**config.mk**
```make
export PLATFORM = sky130hd
export DESIGN_NAME = swm_fifo
export DESIGN_NICKNAME = d
export VERILOG_FILES = /design/src/rtl/swm_pkg.sv /design/src/rtl/swm_fifo.sv
export SDC_FILE = /design/constraint.sdc
export NUM_CORES = 1
export LEC_CHECK = 0
export BUFFER_PORTS_ARGS = -buffer_cell sky130_fd_sc_hd__buf_4
export CAP_MARGIN = 10
export CORE_MARGIN = 3
export CORE_UTILIZATION = 60
export CTS_BUF_LIST = sky130_fd_sc_hd__clkbuf_2 sky130_fd_sc_hd__clkbuf_4 sky130_fd_sc_hd__clkbuf_8
export CTS_CLUSTER_DIAMETER = 150
export CTS_CLUSTER_SIZE = 30
export DETAILED_ROUTE_END_ITERATION = 8
export PLACE_DENSITY = 0.79
export SYNTH_ARGS = -nofsm -noshare
export SYNTH_HDL_FRONTEND = slang
export SYNTH_SLANG_ARGS = --single-unit
```
**constraint.sdc**
```tcl
create_clock -name clk -period 7.1 [get_ports clk]
set_clock_uncertainty 0.05 [all_clocks]
set_input_delay 0.71 -clock clk [delete_from_list [all_inputs] [get_ports clk]]
set_output_delay 0.71 -clock clk [all_outputs]
set_load 0.1 [all_outputs]
```
**src/rtl/swm_pkg.sv**
```systemverilog
package swm_pkg;

  localparam int MAX_DIM       = 4096;
  localparam int CORDIC_STAGES = 16;
  localparam int ATAN_LEN      = 24;
  localparam int CORDIC_RUN    = (CORDIC_STAGES < ATAN_LEN) ? CORDIC_STAGES : ATAN_LEN;

  localparam int PIXW  = 12;
  localparam int IDXW  = $clog2(MAX_DIM);
  localparam int MAGW  = (IDXW + 4 > 16) ? IDXW + 4 : 16;
  localparam int INVW  = 24;
  localparam int CENW  = 16;
  localparam int TW    = MAGW + INVW - 6;
  localparam int TLW   = (TW + 1) / 2;
  localparam int THW   = TW - TLW;
  localparam int ZW    = 34;
  localparam int XW    = 34;
  localparam int RW    = 32;
  localparam int ENTW  = 21;
  localparam int MATW  = 63;
  localparam int PW    = ENTW + RW;
  localparam int NW    = PW + 2;
  localparam int DW    = NW - 1;
  localparam int AW    = NW + 8;
  localparam int QW    = 24;
  localparam int CMPW  = DW + QW;
  localparam int OUTW  = 24;
  localparam int QDEPTH = 8;
  localparam int QAW   = $clog2(QDEPTH);
  localparam int CFGIW = 3;

  localparam logic [31:0] INV_TWO_PI = 32'h28BE_60DB;
  localparam logic signed [XW-1:0] CORDIC_GAIN  = XW'(32'h26DD_3B6A);
  localparam logic signed [ZW-1:0] QUARTER_TURN = ZW'(32'h4000_0000);
  localparam logic signed [ZW-1:0] HALF_TURN    = ZW'(32'h8000_0000);

  localparam logic [OUTW-1:0] OUT_MAX = 24'h7F_FFFF;
  localparam logic [OUTW-1:0] OUT_MIN = 24'h80_0000;

  localparam logic [INVW-1:0] INV_FOCAL_RST = 24'h40_0000;
  localparam logic [MATW-1:0] MAT_ROW0_RST  = 63'h0040_0000_0000_0000;
  localparam logic [MATW-1:0] MAT_ROW1_RST  = 63'h0000_0002_0000_0000;
  localparam logic [MATW-1:0] MAT_ROW2_RST  = 63'h0000_0000_0000_1000;

  typedef enum logic [CFGIW-1:0] {
    REG_INV_FOCAL_X = 3'd0,
    REG_INV_FOCAL_Y = 3'd1,
    REG_CENTER_X    = 3'd2,
    REG_CENTER_Y    = 3'd3,
    REG_MAT_ROW0    = 3'd4,
    REG_MAT_ROW1    = 3'd5,
    REG_MAT_ROW2    = 3'd6
  } swm_reg_t;

  typedef struct packed {
    logic signed [ZW-1:0] z;
    logic                 flip;
  } swm_angle_t;

  typedef struct packed {
    swm_angle_t ax;
    swm_angle_t ay;
  } swm_pair_t;

  // arctan(2^-i) in turns, Q0.32
  function automatic logic signed [ZW-1:0] atan_turn(input int i);
    logic [31:0] v;
    case (i)
      0:  v = 32'h2000_0000;
      1:  v = 32'h12E4_051E;
      2:  v = 32'h09FB_385B;
      3:  v = 32'h0511_11D4;
      4:  v = 32'h028B_0D43;
      5:  v = 32'h0145_D7E1;
      6:  v = 32'h00A2_F61E;
      7:  v = 32'h0051_7C55;
      8:  v = 32'h0028_BE53;
      9:  v = 32'h0014_5F2F;
      10: v = 32'h000A_2F98;
      11: v = 32'h0005_17CC;
      12: v = 32'h0002_8BE6;
      13: v = 32'h0001_45F3;
      14: v = 32'h0000_A2FA;
      15: v = 32'h0000_517D;
      16: v = 32'h0000_28BE;
      17: v = 32'h0000_145F;
      18: v = 32'h0000_0A30;
      19: v = 32'h0000_0518;
      20: v = 32'h0000_028C;
      21: v = 32'h0000_0146;
      22: v = 32'h0000_00A3;
      23: v = 32'h0000_0051;
      default: v = 32'h0;
    endcase
    return ZW'(v);
  endfunction

endpackage

```
**src/rtl/swm_fifo.sv**
```systemverilog
module swm_fifo import swm_pkg::*; (
  input  logic      clk,
  input  logic      rst_n,
  input  logic      push,
  input  swm_pair_t din,
  input  logic      pop,
  output swm_pair_t dout,
  output logic      empty
);

  swm_pair_t      slot_r [QDEPTH];
  logic [QAW-1:0] wp_r, wp_nxt;
  logic [QAW-1:0] rp_r, rp_nxt;
  logic [QAW:0]   cnt_r, cnt_nxt;

  assign empty = (cnt_r == '0);
  assign dout  = slot_r[rp_r];

  always_comb begin
    wp_nxt  = push ? wp_r + 1'b1 : wp_r;
    rp_nxt  = pop ? rp_r + 1'b1 : rp_r;
    cnt_nxt = cnt_r;
    if (push && !pop) cnt_nxt = cnt_r + 1'b1;
    else if (!push && pop) cnt_nxt = cnt_r - 1'b1;
  end

  always_ff @(posedge clk) begin
    if (!rst_n) begin
      wp_r  <= '0;
      rp_r  <= '0;
      cnt_r <= '0;
    end else begin
      wp_r  <= wp_nxt;
      rp_r  <= rp_nxt;
      cnt_r <= cnt_nxt;
    end
  end

  always_ff @(posedge clk) begin
    if (push) slot_r[wp_r] <= din;
  end

endmodule

```
==> key figures <==
Worst setup path
  – Cell chain of the critical path: buf_12, mux4_2, mux2_2, buf_4
  – CP max stage delay: about 0.7 ns
  – CP required: approximately 6.3 ns
  – CP max-delay cell: dfxtp_4
  – Worst path top cell family by delay: buffers and inverters
  – Worst Setup Path Type: flip-flop to output pin
  – Buf/Inv on CP: 2
  – Startpoint types: flip-flop
  – CP endpoint kind: output pin
  – Crit Path Max Fanout: between 100 and 150
  – Arr. time, crit path: 3.41 ns

Timing
  – Setup violators final: 0
  – Count of final hold-check violations: 0
  – RSZ-0062 raised after global routing: false
  – Max-slew headroom: 0.273
  – Worst-Margin Slew: ~1.1 ns
  – Min Tclk post-route: 4.17 ns
  – Max-slew violations: 0
  – Fin crit share: 0.587
  – Setup tns final: 0 ns
  – Max frequency: 0.240 GHz

Clock tree
  – Hold buffers post-CTS: 0
  – Depth of the CTS H-tree: 1
  – Buffer count from post-CTS setup fixing: 0
  – CTS tree: done
  – Root Driver: clkbuf_8
  – Post-cts resize count: 0
  – Inserted Clock Buffers: 23
  – Clock Latency Late Sink: 0.62 ns
  – CTS Sinks: 573
  – Clock-pin slew on the worst setup and hold paths: 0.16 ns
  – Longest Clk Path Bufs: 3

Synthesis
  – Top_reg_cell synth: edfxtp_1
  – Ys Warns: 0
  – FFs w/ async S/R, synth: 0
  – Syn avg cell area: 24.6 µm²
  – Top-area cell type share of the netlist area: 0.777
  – Top post-synthesis cells by area: edfxtp_1 (78%), mux4_2 (15%), mux2_2 (3.6%)
  – Post-synth EDFFs: 560
  – Synth Cell Area: 0.0216 mm²
  – #FFs+latches synth: 573
  – Yosys top cell by area: edfxtp_1
  – Cells after Synth: 878
  – Register area share after synthesis: 0.789
  – Syn_nets: ~960
  – Distinct cell type count after synthesis: 26

GRT
  – Number of global-route vias before repair: 9750
  – First-pass GRT wire length: 59400 µm
  – GRT Total Usage: 0.205
  – Initial antenna violation count: 0
  – Total gr overflow: 0
  – Largest net degree at the start of global routing: 116

Hold path
  – Worst min path class: input port to flip-flop

Die
  – # IOs: 145
  – Die Y: 196 µm
  – Rows: 68
  – Initial Util: 0.617
  – Die width: 196 µm
  – Core Area: 0.0351 mm²
  – Die ar.: 0.0384 mm²

Layout
  – Filler cells: 2154
  – Area of the multi-input gates: 0.00435 mm²
  – Layout cell share with drive strength beyond 1: 0.401
  – Area Overhead vs Synth: 9.26%
  – Layout Utilization: 0.674
  – Leading cell types in the layout, fill and taps excluded: edfxtp_1 (560), buf_4 (155), mux4_2 (140)
  – Storage cell area: 0.0171 mm²
  – Layout Nets: ~1100
  – Commonest non-fill, non-tap cell in the layout: edfxtp_1
  – Ant diodes: 0

Drt
  – TritonRoute pass-1 iters: 5
  – ANT nets after route: 0
  – DRC viols: 0
  – Drt via density: 6.22
  – Iter 0 DRT Violations: 695
  – Vias: 9211
  – Routed len/inst: 26.2 µm
  – Routed wire length: 38800 µm

Status
  – Run status: finished clean

Place
  – Routability-driven placement congestion ratio: between 0.6 and 0.7
  – # port buffers: between 100 and 150
  – Detailed Place HPWL: 20600 µm

Power and ir drop
  – Pwr Density: ~260 mW/mm²
  – VDD IR-drop max: 0.212 mV
  – Leak: 7.36 nW

Run
  – Maxcap violations: 0
## path summary, 6_finish.rpt
path / startpoint / to / slack [ns] / cells after the start
setup reg to reg: wp_r[2] / slot_r[2][39] / 4.44 / 3
setup / recovery: flip-flop / dout[31] / 2.93 / 4
hold reg to reg: cnt_r[3] / cnt_r[3] / 0.49 / 2
hold / removal: din[28] / slot_r[4][28] / 0.26 / 1
## state kept, by name, indices dropped and copies added (netlist names), named ones only
signal,cells
cnt_r,4
rp_r,3
slot_r,560
wp_r,3
## cells by family (layout without fill, tap and decap cells)
logic type | after synthesis | after routing | synth area share
flip-flops | 573 | 573 | 0.789
AO/OA/AOI/OAI | 4 | 4 | 0.00110
AND/OR/NAND/NOR | 31 | 31 | 0.00729
adder cells (fa/ha/maj) | 6 | 6 | 0.00382
buffers and inverters | 44 | 193 | 0.0123
multiplexers | 214 | 214 | 0.184
XOR/XNOR | 6 | 6 | 0.00243
## Yosys cell counts, drive strengths merged (3+ instances only)
master,count
clkbuf,15
xnor2,4
nor2,7
mux2,70
nor2b,3
edfxtp,560
nand2,6
mux2i,4
nand2b,4
buf,27
mux4,140
dfxtp,13
ha,5
and2,7
## metrics by stage
step / setup WS, ns / hold WS [ns] / area [µm²] / total power [mW] / std cells
2_1_floorplan: 0.909 / 0.396 / 21600 / 4.79 / 878
3_3_place_gp: 3.57 / 0.416 / 23200 / 5.03 / 1448
3_5_place_dp: 3.57 / 0.445 / 23200 / 5.05 / 1448
4_1_cts: 2.84 / 0.205 / 23600 / 6.25 / 1482
5_1_grt: 2.67 / 0.208 / 23600 / 6.40 / 1482
6_report: 2.93 / 0.256 / 23600 / 6.21 / 1482
## power by group
part	total (mW)	internal [mW]	switching [mW]
logic	1.11	0.340	0.766
registers	3.85	3.80	0.0503
clock network	1.25	0.360	0.887
## area by class of cell
| type | count | share of cell area |
|---|---|---|
| clock buffer | 32 | 0.0162 |
| clock inverter | 2 | 0.00159 |
| inverter | 2 | 0.000318 |
| multi-input combinational | 261 | 0.184 |
| sequential | 573 | 0.723 |
| tap | 455 | 0.0241 |
| timing repair buffer | 157 | 0.0509 |
## worst reg2reg max path: stages (launching register included)
cell	delay, ns
dfxtp_1	0.36
nand2b_1	0.31
nor2_4	0.69
buf_4	0.87
## routing by layer
metal / GRT usage / wire length [µm]
met1: 0.306 / 16600
met3: 0.0313 / 2240
met2: 0.335 / 19400
met4: 0.0356 / 597
met5: 0 / 0
Power figures use the tool's default switching activity.
