===== config.mk =====
export PLATFORM = sky130hd
export DESIGN_NAME = swm_front
export DESIGN_NICKNAME = d
export VERILOG_FILES = /design/src/rtl/swm_pkg.sv /design/src/rtl/swm_front.sv
export SDC_FILE = /design/constraint.sdc
export NUM_CORES = 2
export LEC_CHECK = 0
export BUFFER_PORTS_ARGS = -buffer_cell sky130_fd_sc_hd__buf_2
export CAP_MARGIN = 30
export CORE_UTILIZATION = 60
export CTS_CLUSTER_DIAMETER = 60
export DETAILED_ROUTE_END_ITERATION = 12
export MAX_ROUTING_LAYER = met4
export PLACE_DENSITY = 0.8
export REMOVE_ABC_BUFFERS = 1
export SKIP_CTS_REPAIR_TIMING = 1
export SLEW_MARGIN = 30
export SYNTH_ARGS = -nofsm -noshare
export SYNTH_HDL_FRONTEND = slang
export SYNTH_SLANG_ARGS = --single-unit

===== constraint.sdc =====
create_clock -name clk -period 12.4 [get_ports clk]
set_input_delay 2.48 -clock clk [delete_from_list [all_inputs] [get_ports clk]]
set_output_delay 2.48 -clock clk [all_outputs]
set_load 0.005 [all_outputs]

===== src/rtl/swm_pkg.sv =====
package swm_pkg;

  localparam int MAX_DIM       = 4096;
  localparam int CORDIC_STAGES = 16;
  localparam int ATAN_LEN      = 24;
  localparam int CORDIC_RUN    = (CORDIC_STAGES < ATAN_LEN) ? CORDIC_STAGES : ATAN_LEN;

  localparam int PIXW  = 12;
  localparam int IDXW  = $clog2(MAX_DIM);
  localparam int MAGW  = (IDXW + 4 > 16) ? IDXW + 4 : 16;
  localparam int INVW  = 24;
  localparam int CENW  = 16;
  localparam int TW    = MAGW + INVW - 6;
  localparam int TLW   = (TW + 1) / 2;
  localparam int THW   = TW - TLW;
  localparam int ZW    = 34;
  localparam int XW    = 34;
  localparam int RW    = 32;
  localparam int ENTW  = 21;
  localparam int MATW  = 63;
  localparam int PW    = ENTW + RW;
  localparam int NW    = PW + 2;
  localparam int DW    = NW - 1;
  localparam int AW    = NW + 8;
  localparam int QW    = 24;
  localparam int CMPW  = DW + QW;
  localparam int OUTW  = 24;
  localparam int QDEPTH = 8;
  localparam int QAW   = $clog2(QDEPTH);
  localparam int CFGIW = 3;

  localparam logic [31:0] INV_TWO_PI = 32'h28BE_60DB;
  localparam logic signed [XW-1:0] CORDIC_GAIN  = XW'(32'h26DD_3B6A);
  localparam logic signed [ZW-1:0] QUARTER_TURN = ZW'(32'h4000_0000);
  localparam logic signed [ZW-1:0] HALF_TURN    = ZW'(32'h8000_0000);

  localparam logic [OUTW-1:0] OUT_MAX = 24'h7F_FFFF;
  localparam logic [OUTW-1:0] OUT_MIN = 24'h80_0000;

  localparam logic [INVW-1:0] INV_FOCAL_RST = 24'h40_0000;
  localparam logic [MATW-1:0] MAT_ROW0_RST  = 63'h0040_0000_0000_0000;
  localparam logic [MATW-1:0] MAT_ROW1_RST  = 63'h0000_0002_0000_0000;
  localparam logic [MATW-1:0] MAT_ROW2_RST  = 63'h0000_0000_0000_1000;

  typedef enum logic [CFGIW-1:0] {
    REG_INV_FOCAL_X = 3'd0,
    REG_INV_FOCAL_Y = 3'd1,
    REG_CENTER_X    = 3'd2,
    REG_CENTER_Y    = 3'd3,
    REG_MAT_ROW0    = 3'd4,
    REG_MAT_ROW1    = 3'd5,
    REG_MAT_ROW2    = 3'd6
  } swm_reg_t;

  typedef struct packed {
    logic signed [ZW-1:0] z;
    logic                 flip;
  } swm_angle_t;

  typedef struct packed {
    swm_angle_t ax;
    swm_angle_t ay;
  } swm_pair_t;

  // arctan(2^-i) in turns, Q0.32
  function automatic logic signed [ZW-1:0] atan_turn(input int i);
    logic [31:0] v;
    case (i)
      0:  v = 32'h2000_0000;
      1:  v = 32'h12E4_051E;
      2:  v = 32'h09FB_385B;
      3:  v = 32'h0511_11D4;
      4:  v = 32'h028B_0D43;
      5:  v = 32'h0145_D7E1;
      6:  v = 32'h00A2_F61E;
      7:  v = 32'h0051_7C55;
      8:  v = 32'h0028_BE53;
      9:  v = 32'h0014_5F2F;
      10: v = 32'h000A_2F98;
      11: v = 32'h0005_17CC;
      12: v = 32'h0002_8BE6;
      13: v = 32'h0001_45F3;
      14: v = 32'h0000_A2FA;
      15: v = 32'h0000_517D;
      16: v = 32'h0000_28BE;
      17: v = 32'h0000_145F;
      18: v = 32'h0000_0A30;
      19: v = 32'h0000_0518;
      20: v = 32'h0000_028C;
      21: v = 32'h0000_0146;
      22: v = 32'h0000_00A3;
      23: v = 32'h0000_0051;
      default: v = 32'h0;
    endcase
    return ZW'(v);
  endfunction

endpackage


===== src/rtl/swm_front.sv =====
module swm_front import swm_pkg::*; (
  input  logic            clk,
  input  logic            rst_n,
  input  logic            in_valid,
  output logic            in_stall,
  input  logic [PIXW-1:0] in_pix_row,
  input  logic [PIXW-1:0] in_pix_col,
  input  logic [INVW-1:0] inv_focal_x,
  input  logic [INVW-1:0] inv_focal_y,
  input  logic [CENW-1:0] center_x,
  input  logic [CENW-1:0] center_y,
  input  logic            pop,
  output logic            push,
  output swm_pair_t       push_data
);

  function automatic logic [IDXW-1:0] clamp_idx(input logic [PIXW-1:0] p);
    logic [31:0] v;
    v = 32'(p);
    if (v >= 32'(MAX_DIM)) v = 32'(MAX_DIM - 1);
    return IDXW'(v);
  endfunction

  logic           accept;
  logic [QAW:0]   occ_r, occ_nxt;
  logic [3:0]     v_r;

  logic [MAGW-1:0]   mag_r [2];
  logic [MAGW-1:0]   mag_nxt [2];
  logic              neg1_r [2];
  logic              neg1_nxt [2];
  logic [TW-1:0]     t_r [2];
  logic [TW-1:0]     t_nxt [2];
  logic              neg2_r [2];
  logic [TLW+31:0]   plo_r [2];
  logic [TLW+31:0]   plo_nxt [2];
  logic [THW+31:0]   phi_r [2];
  logic [THW+31:0]   phi_nxt [2];
  logic              neg3_r [2];
  swm_pair_t         ang_r, ang_nxt;

  logic [PIXW-1:0]      pix [2];
  logic [CENW-1:0]      cen [2];
  logic [INVW-1:0]      inv [2];
  logic [MAGW:0]        diff [2];
  logic [MAGW+INVW-1:0] prod [2];
  logic [TW+31:0]       full [2];
  logic [31:0]          phase [2];
  logic signed [ZW-1:0] zs [2];
  logic signed [ZW-1:0] z [2];
  logic                 flip [2];

  // credit covers items in flight here and items sitting in the queue
  assign in_stall = (occ_r >= (QAW+1)'(QDEPTH));
  assign accept   = in_valid && !in_stall;

  always_comb begin
    occ_nxt = occ_r;
    if (accept && !pop) occ_nxt = occ_r + 1'b1;
    else if (!accept && pop) occ_nxt = occ_r - 1'b1;
  end

  always_comb begin
    pix[0] = in_pix_col;
    pix[1] = in_pix_row;
    cen[0] = center_x;
    cen[1] = center_y;
    inv[0] = inv_focal_x;
    inv[1] = inv_focal_y;
    for (int k = 0; k < 2; k++) begin
      diff[k] = (MAGW+1)'({clamp_idx(pix[k]), 4'b0000}) - (MAGW+1)'(cen[k]);
      neg1_nxt[k] = diff[k][MAGW];
      mag_nxt[k]  = diff[k][MAGW] ? MAGW'(-diff[k]) : MAGW'(diff[k]);

      prod[k]  = (MAGW+INVW)'(mag_r[k]) * (MAGW+INVW)'(inv[k]);
      t_nxt[k] = prod[k][MAGW+INVW-1:6];

      // split the turn scaling into two narrow partial products
      plo_nxt[k] = (TLW+32)'(t_r[k][TLW-1:0]) * (TLW+32)'(INV_TWO_PI);
      phi_nxt[k] = (THW+32)'(t_r[k][TW-1:TLW]) * (THW+32)'(INV_TWO_PI);

      full[k]  = (TW+32)'({phi_r[k], {TLW{1'b0}}}) + (TW+32)'(plo_r[k]);
      phase[k] = full[k][51:20];
      if (neg3_r[k]) phase[k] = -phase[k];
      zs[k]   = ZW'(signed'(phase[k]));
      z[k]    = zs[k];
      flip[k] = 1'b0;
      if (zs[k] > QUARTER_TURN) begin
        z[k]    = zs[k] - HALF_TURN;
        flip[k] = 1'b1;
      end else if (zs[k] < -QUARTER_TURN) begin
        z[k]    = zs[k] + HALF_TURN;
        flip[k] = 1'b1;
      end
    end
    ang_nxt.ax.z    = z[0];
    ang_nxt.ax.flip = flip[0];
    ang_nxt.ay.z    = z[1];
    ang_nxt.ay.flip = flip[1];
  end

  always_ff @(posedge clk) begin
    if (!rst_n) begin
      occ_r <= '0;
      v_r   <= '0;
    end else begin
      occ_r <= occ_nxt;
      v_r   <= {v_r[2:0], accept};
    end
  end

  always_ff @(posedge clk) begin
    for (int k = 0; k < 2; k++) begin
      mag_r[k]  <= mag_nxt[k];
      neg1_r[k] <= neg1_nxt[k];
      t_r[k]    <= t_nxt[k];
      neg2_r[k] <= neg1_r[k];
      plo_r[k]  <= plo_nxt[k];
      phi_r[k]  <= phi_nxt[k];
      neg3_r[k] <= neg2_r[k];
    end
    ang_r <= ang_nxt;
  end

  assign push      = v_r[3];
  assign push_data = ang_r;

endmodule


==> reports/qor.csv <==
stage,metric,value,unit
run_status,run_status,"complete, no violations",
route,drtIter0Drc,3271,
grt,grt_usage,29.6,%
synthesis,synth_edf_count,0,
route,drt-wirelength-per-cell,17.9,µm
timing,maxSlewViolCount,0,
worst_setup_path,critPathMaxFanout,16,
die,rows,121,
synthesis,synth_cell_type_count,99,
worst_setup_path,reg2reg_slack,4.63,ns
place,dp_hpwl,131000,µm
timing,timing.fmax,112,MHz
synthesis,async_flop_share,0,%
cts,cts_tree,done,
cts,clk_path_buf_depth,3,
place,post-place-ws,2.84,ns
timing,finalSetupViolations,0,
worst_setup_path,required,12.92,ns
grt,antenna_found_initial,5,
timing,fin_setup_tns,0,ns
synthesis,synth.avg_cell_area,9.26,µm²
route,postRouteAntennaNets,0,
die,initial_core_util,60.6,%
worst_setup_path,cp-start-kind,input port,
timing,setup_ws,3.45,ns
place,gp_congestion,0.981,
grt,met2_usage,46.3,%
die,core_area,109000,µm²
die,die_x,334,µm
cells_and_area,post_route_cells_drive_above_1_share,4.80,%
die,die-area,111000,µm²
grt,busiest_layer,met2,
route,via_per_inst,5.50,
synthesis,syn_inst,7126,
cts,h-tree-depth,2,
synthesis,synth_area_leader_cell,fa_1,
grt,grt_pass1_vias,50500,
synthesis,synth_area_leaders,"fa_1 37%, ha_1 18%, inv_1 10%, dfxtp_1 9.5%, nand2_1 3.5%",
synthesis,synth.yosys.seq_area_share,9.46,%
synthesis,ys_warn_count,0,
cells_and_area,n_fill_cell,8838,
synthesis,synthesis.area,66000,µm²
route,wl,155000,µm
timing,fin_crit_sh,72.1,%
route,vias,47600,
timing,holdWs,0.325,ns
timing,period_needed,8.95,ns
place,io_buffer_count,179,
timing,rsz0062_at_grt,no,
synthesis,yosysMostFrequentCell,inv_1,
synthesis,ys_seq_elements,312,
cells_and_area,final_util,63.9,%
cts,clkTransAtPathRegs,0.06,ns
synthesis,synth_top_area_share,37.4,%
hold_path,hold_class,reg -> reg,
grt,grt_max_degree,44,
grt,grt-ovfl-total,0,
cts,cts-root-buf,clkbuf_16,
route,firstDrtPassIters,5,
grt,met1_usage,40.3,%
grt,grt_pass1_wl,256000,µm
worst_setup_path,worst-endpoint-arrival,9.46,ns
timing,slew_headroom,31.6,%
synthesis,synth_ff_type,dfxtp_1,
worst_setup_path,end_kind,flop,
cts,clock_latency,0.60,ns
synthesis,ys_top_cells_by_count,"1834 x inv_1, 1233 x fa_1, 943 x ha_1",
die,io_pins,180,
grt,grt_util_met3,5.68,%
cells_and_area,syn_to_final_growth,5.42,%
timing,finalHoldViolCount,0,
die,dieHeight,334,µm
worst_setup_path,cpPeakStageDelay,0.56,ns
run,drv_cap,0,
timing,worst_pin_slew,1.02,ns
cells_and_area,final_nets,9489,
worst_setup_path,cp_common_cell,fa_1,
timing,clock_skew,0.0275,ns
cts,cts_buffers,41,
worst_setup_path,crit_type,in -> reg,
route,drcViolationCount,0,
cts,cts_num_sinks,312,
worst_setup_path,crit_slowest_cell,fa_1,
## flip-flops by register name, summed over array words and instances (netlist names)
| signal | count |
|---|---|
| mag_r | 32 |
| neg1_r | 2 |
| neg2_r | 2 |
| neg3_r | 2 |
| occ_r | 4 |
| phi_r | 70 |
| plo_r | 60 |
| push_data | 68 |
| t_r | 68 |
| v_r | 4 |
## cell families after synthesis
| kind of cell | Yosys count | share of synthesized area, % |
|---|---|---|
| fa+ha+maj | 2176 | 55.3 |
| buf+inv | 1989 | 11.3 |
| simple gates | 1533 | 11.5 |
| compound gates | 765 | 7.78 |
| xor+xnor | 338 | 4.48 |
| flops | 312 | 9.46 |
| mux | 13 | 0.210 |
## placed cells by master (no fill, tap or decap), drive strengths merged, types with 9 or more instances in the layout
cell | Yosys | final
o21bai | 41 | 41
a31oi | 24 | 24
nor2b | 36 | 36
nand4 | 29 | 29
buf | 17 | 191
a21boi | 16 | 16
a211oi | 25 | 25
a21oi | 216 | 216
ha | 943 | 943
nand2b | 31 | 31
nor2 | 208 | 208
inv | 1834 | 1845
xor2 | 96 | 96
nor3 | 72 | 72
xnor2 | 242 | 242
o41ai | 9 | 9
and3 | 24 | 24
dfxtp | 312 | 312
a211o | 9 | 9
o211ai | 18 | 18
o21ai | 141 | 141
nor4 | 17 | 17
nand3 | 50 | 50
o31ai | 18 | 18
a221oi | 11 | 11
mux2i | 9 | 9
or3 | 26 | 26
fa | 1233 | 1233
nand2 | 610 | 610
and2 | 361 | 361
o21a | 37 | 37
clkbuf | 138 | 45
or2 | 26 | 26
a21o | 91 | 91
a41oi | 9 | 9
## metal layers
metal	wire length (µm)	share of wire, %
met1	68000	44
met3	13400	8.7
met5	0	0
met2	70400	45
met4	3300	2.1
## critical path, delay by kind of cell
family	cells	cell delay, ns
buffers and inverters	4	0.44
adders and majority gates	7	3.41
and+or+nand+nor	3	0.51
AOI/OAI and AO/OA	10	2.47
xor gates and xnor gates	1	0.14
## through the flow
stage                     area (µm²)  std cells
final                          69600       8652
after global routing           69600       8652
after CTS                      69600       8648
after detailed placement       68200       8576
after global placement         68200       8575
after floorplan                65400       6971
## worst paths after layout
kind / endpoint / cells after the start / from
min: neg3_r[0][0] / 0 / neg2_r[0][0]
max reg2reg: t_r[0][67] / 24 / mag_r[0][17]
max: t_r[0][67] / 25 / inv_focal_y[11]
min reg2reg: neg3_r[0][0] / 0 / neg2_r[0][0]
## area by class of cell
type | instances | area (µm²) | share of cell area, %
antenna | 4 | 10.0 | 0.0144
clock buffer | 45 | 1070 | 1.54
clock inverter | 27 | 319 | 0.458
inverter | 1834 | 6880 | 9.89
multi-input combinational | 4825 | 52300 | 75.1
sequential | 312 | 6260 | 9.00
tap | 1414 | 1770 | 2.54
timing repair buffer | 191 | 993 | 1.43
Power is not shown: default switching activity piles up to over one toggle a cycle in this logic, so the estimate is an artifact.
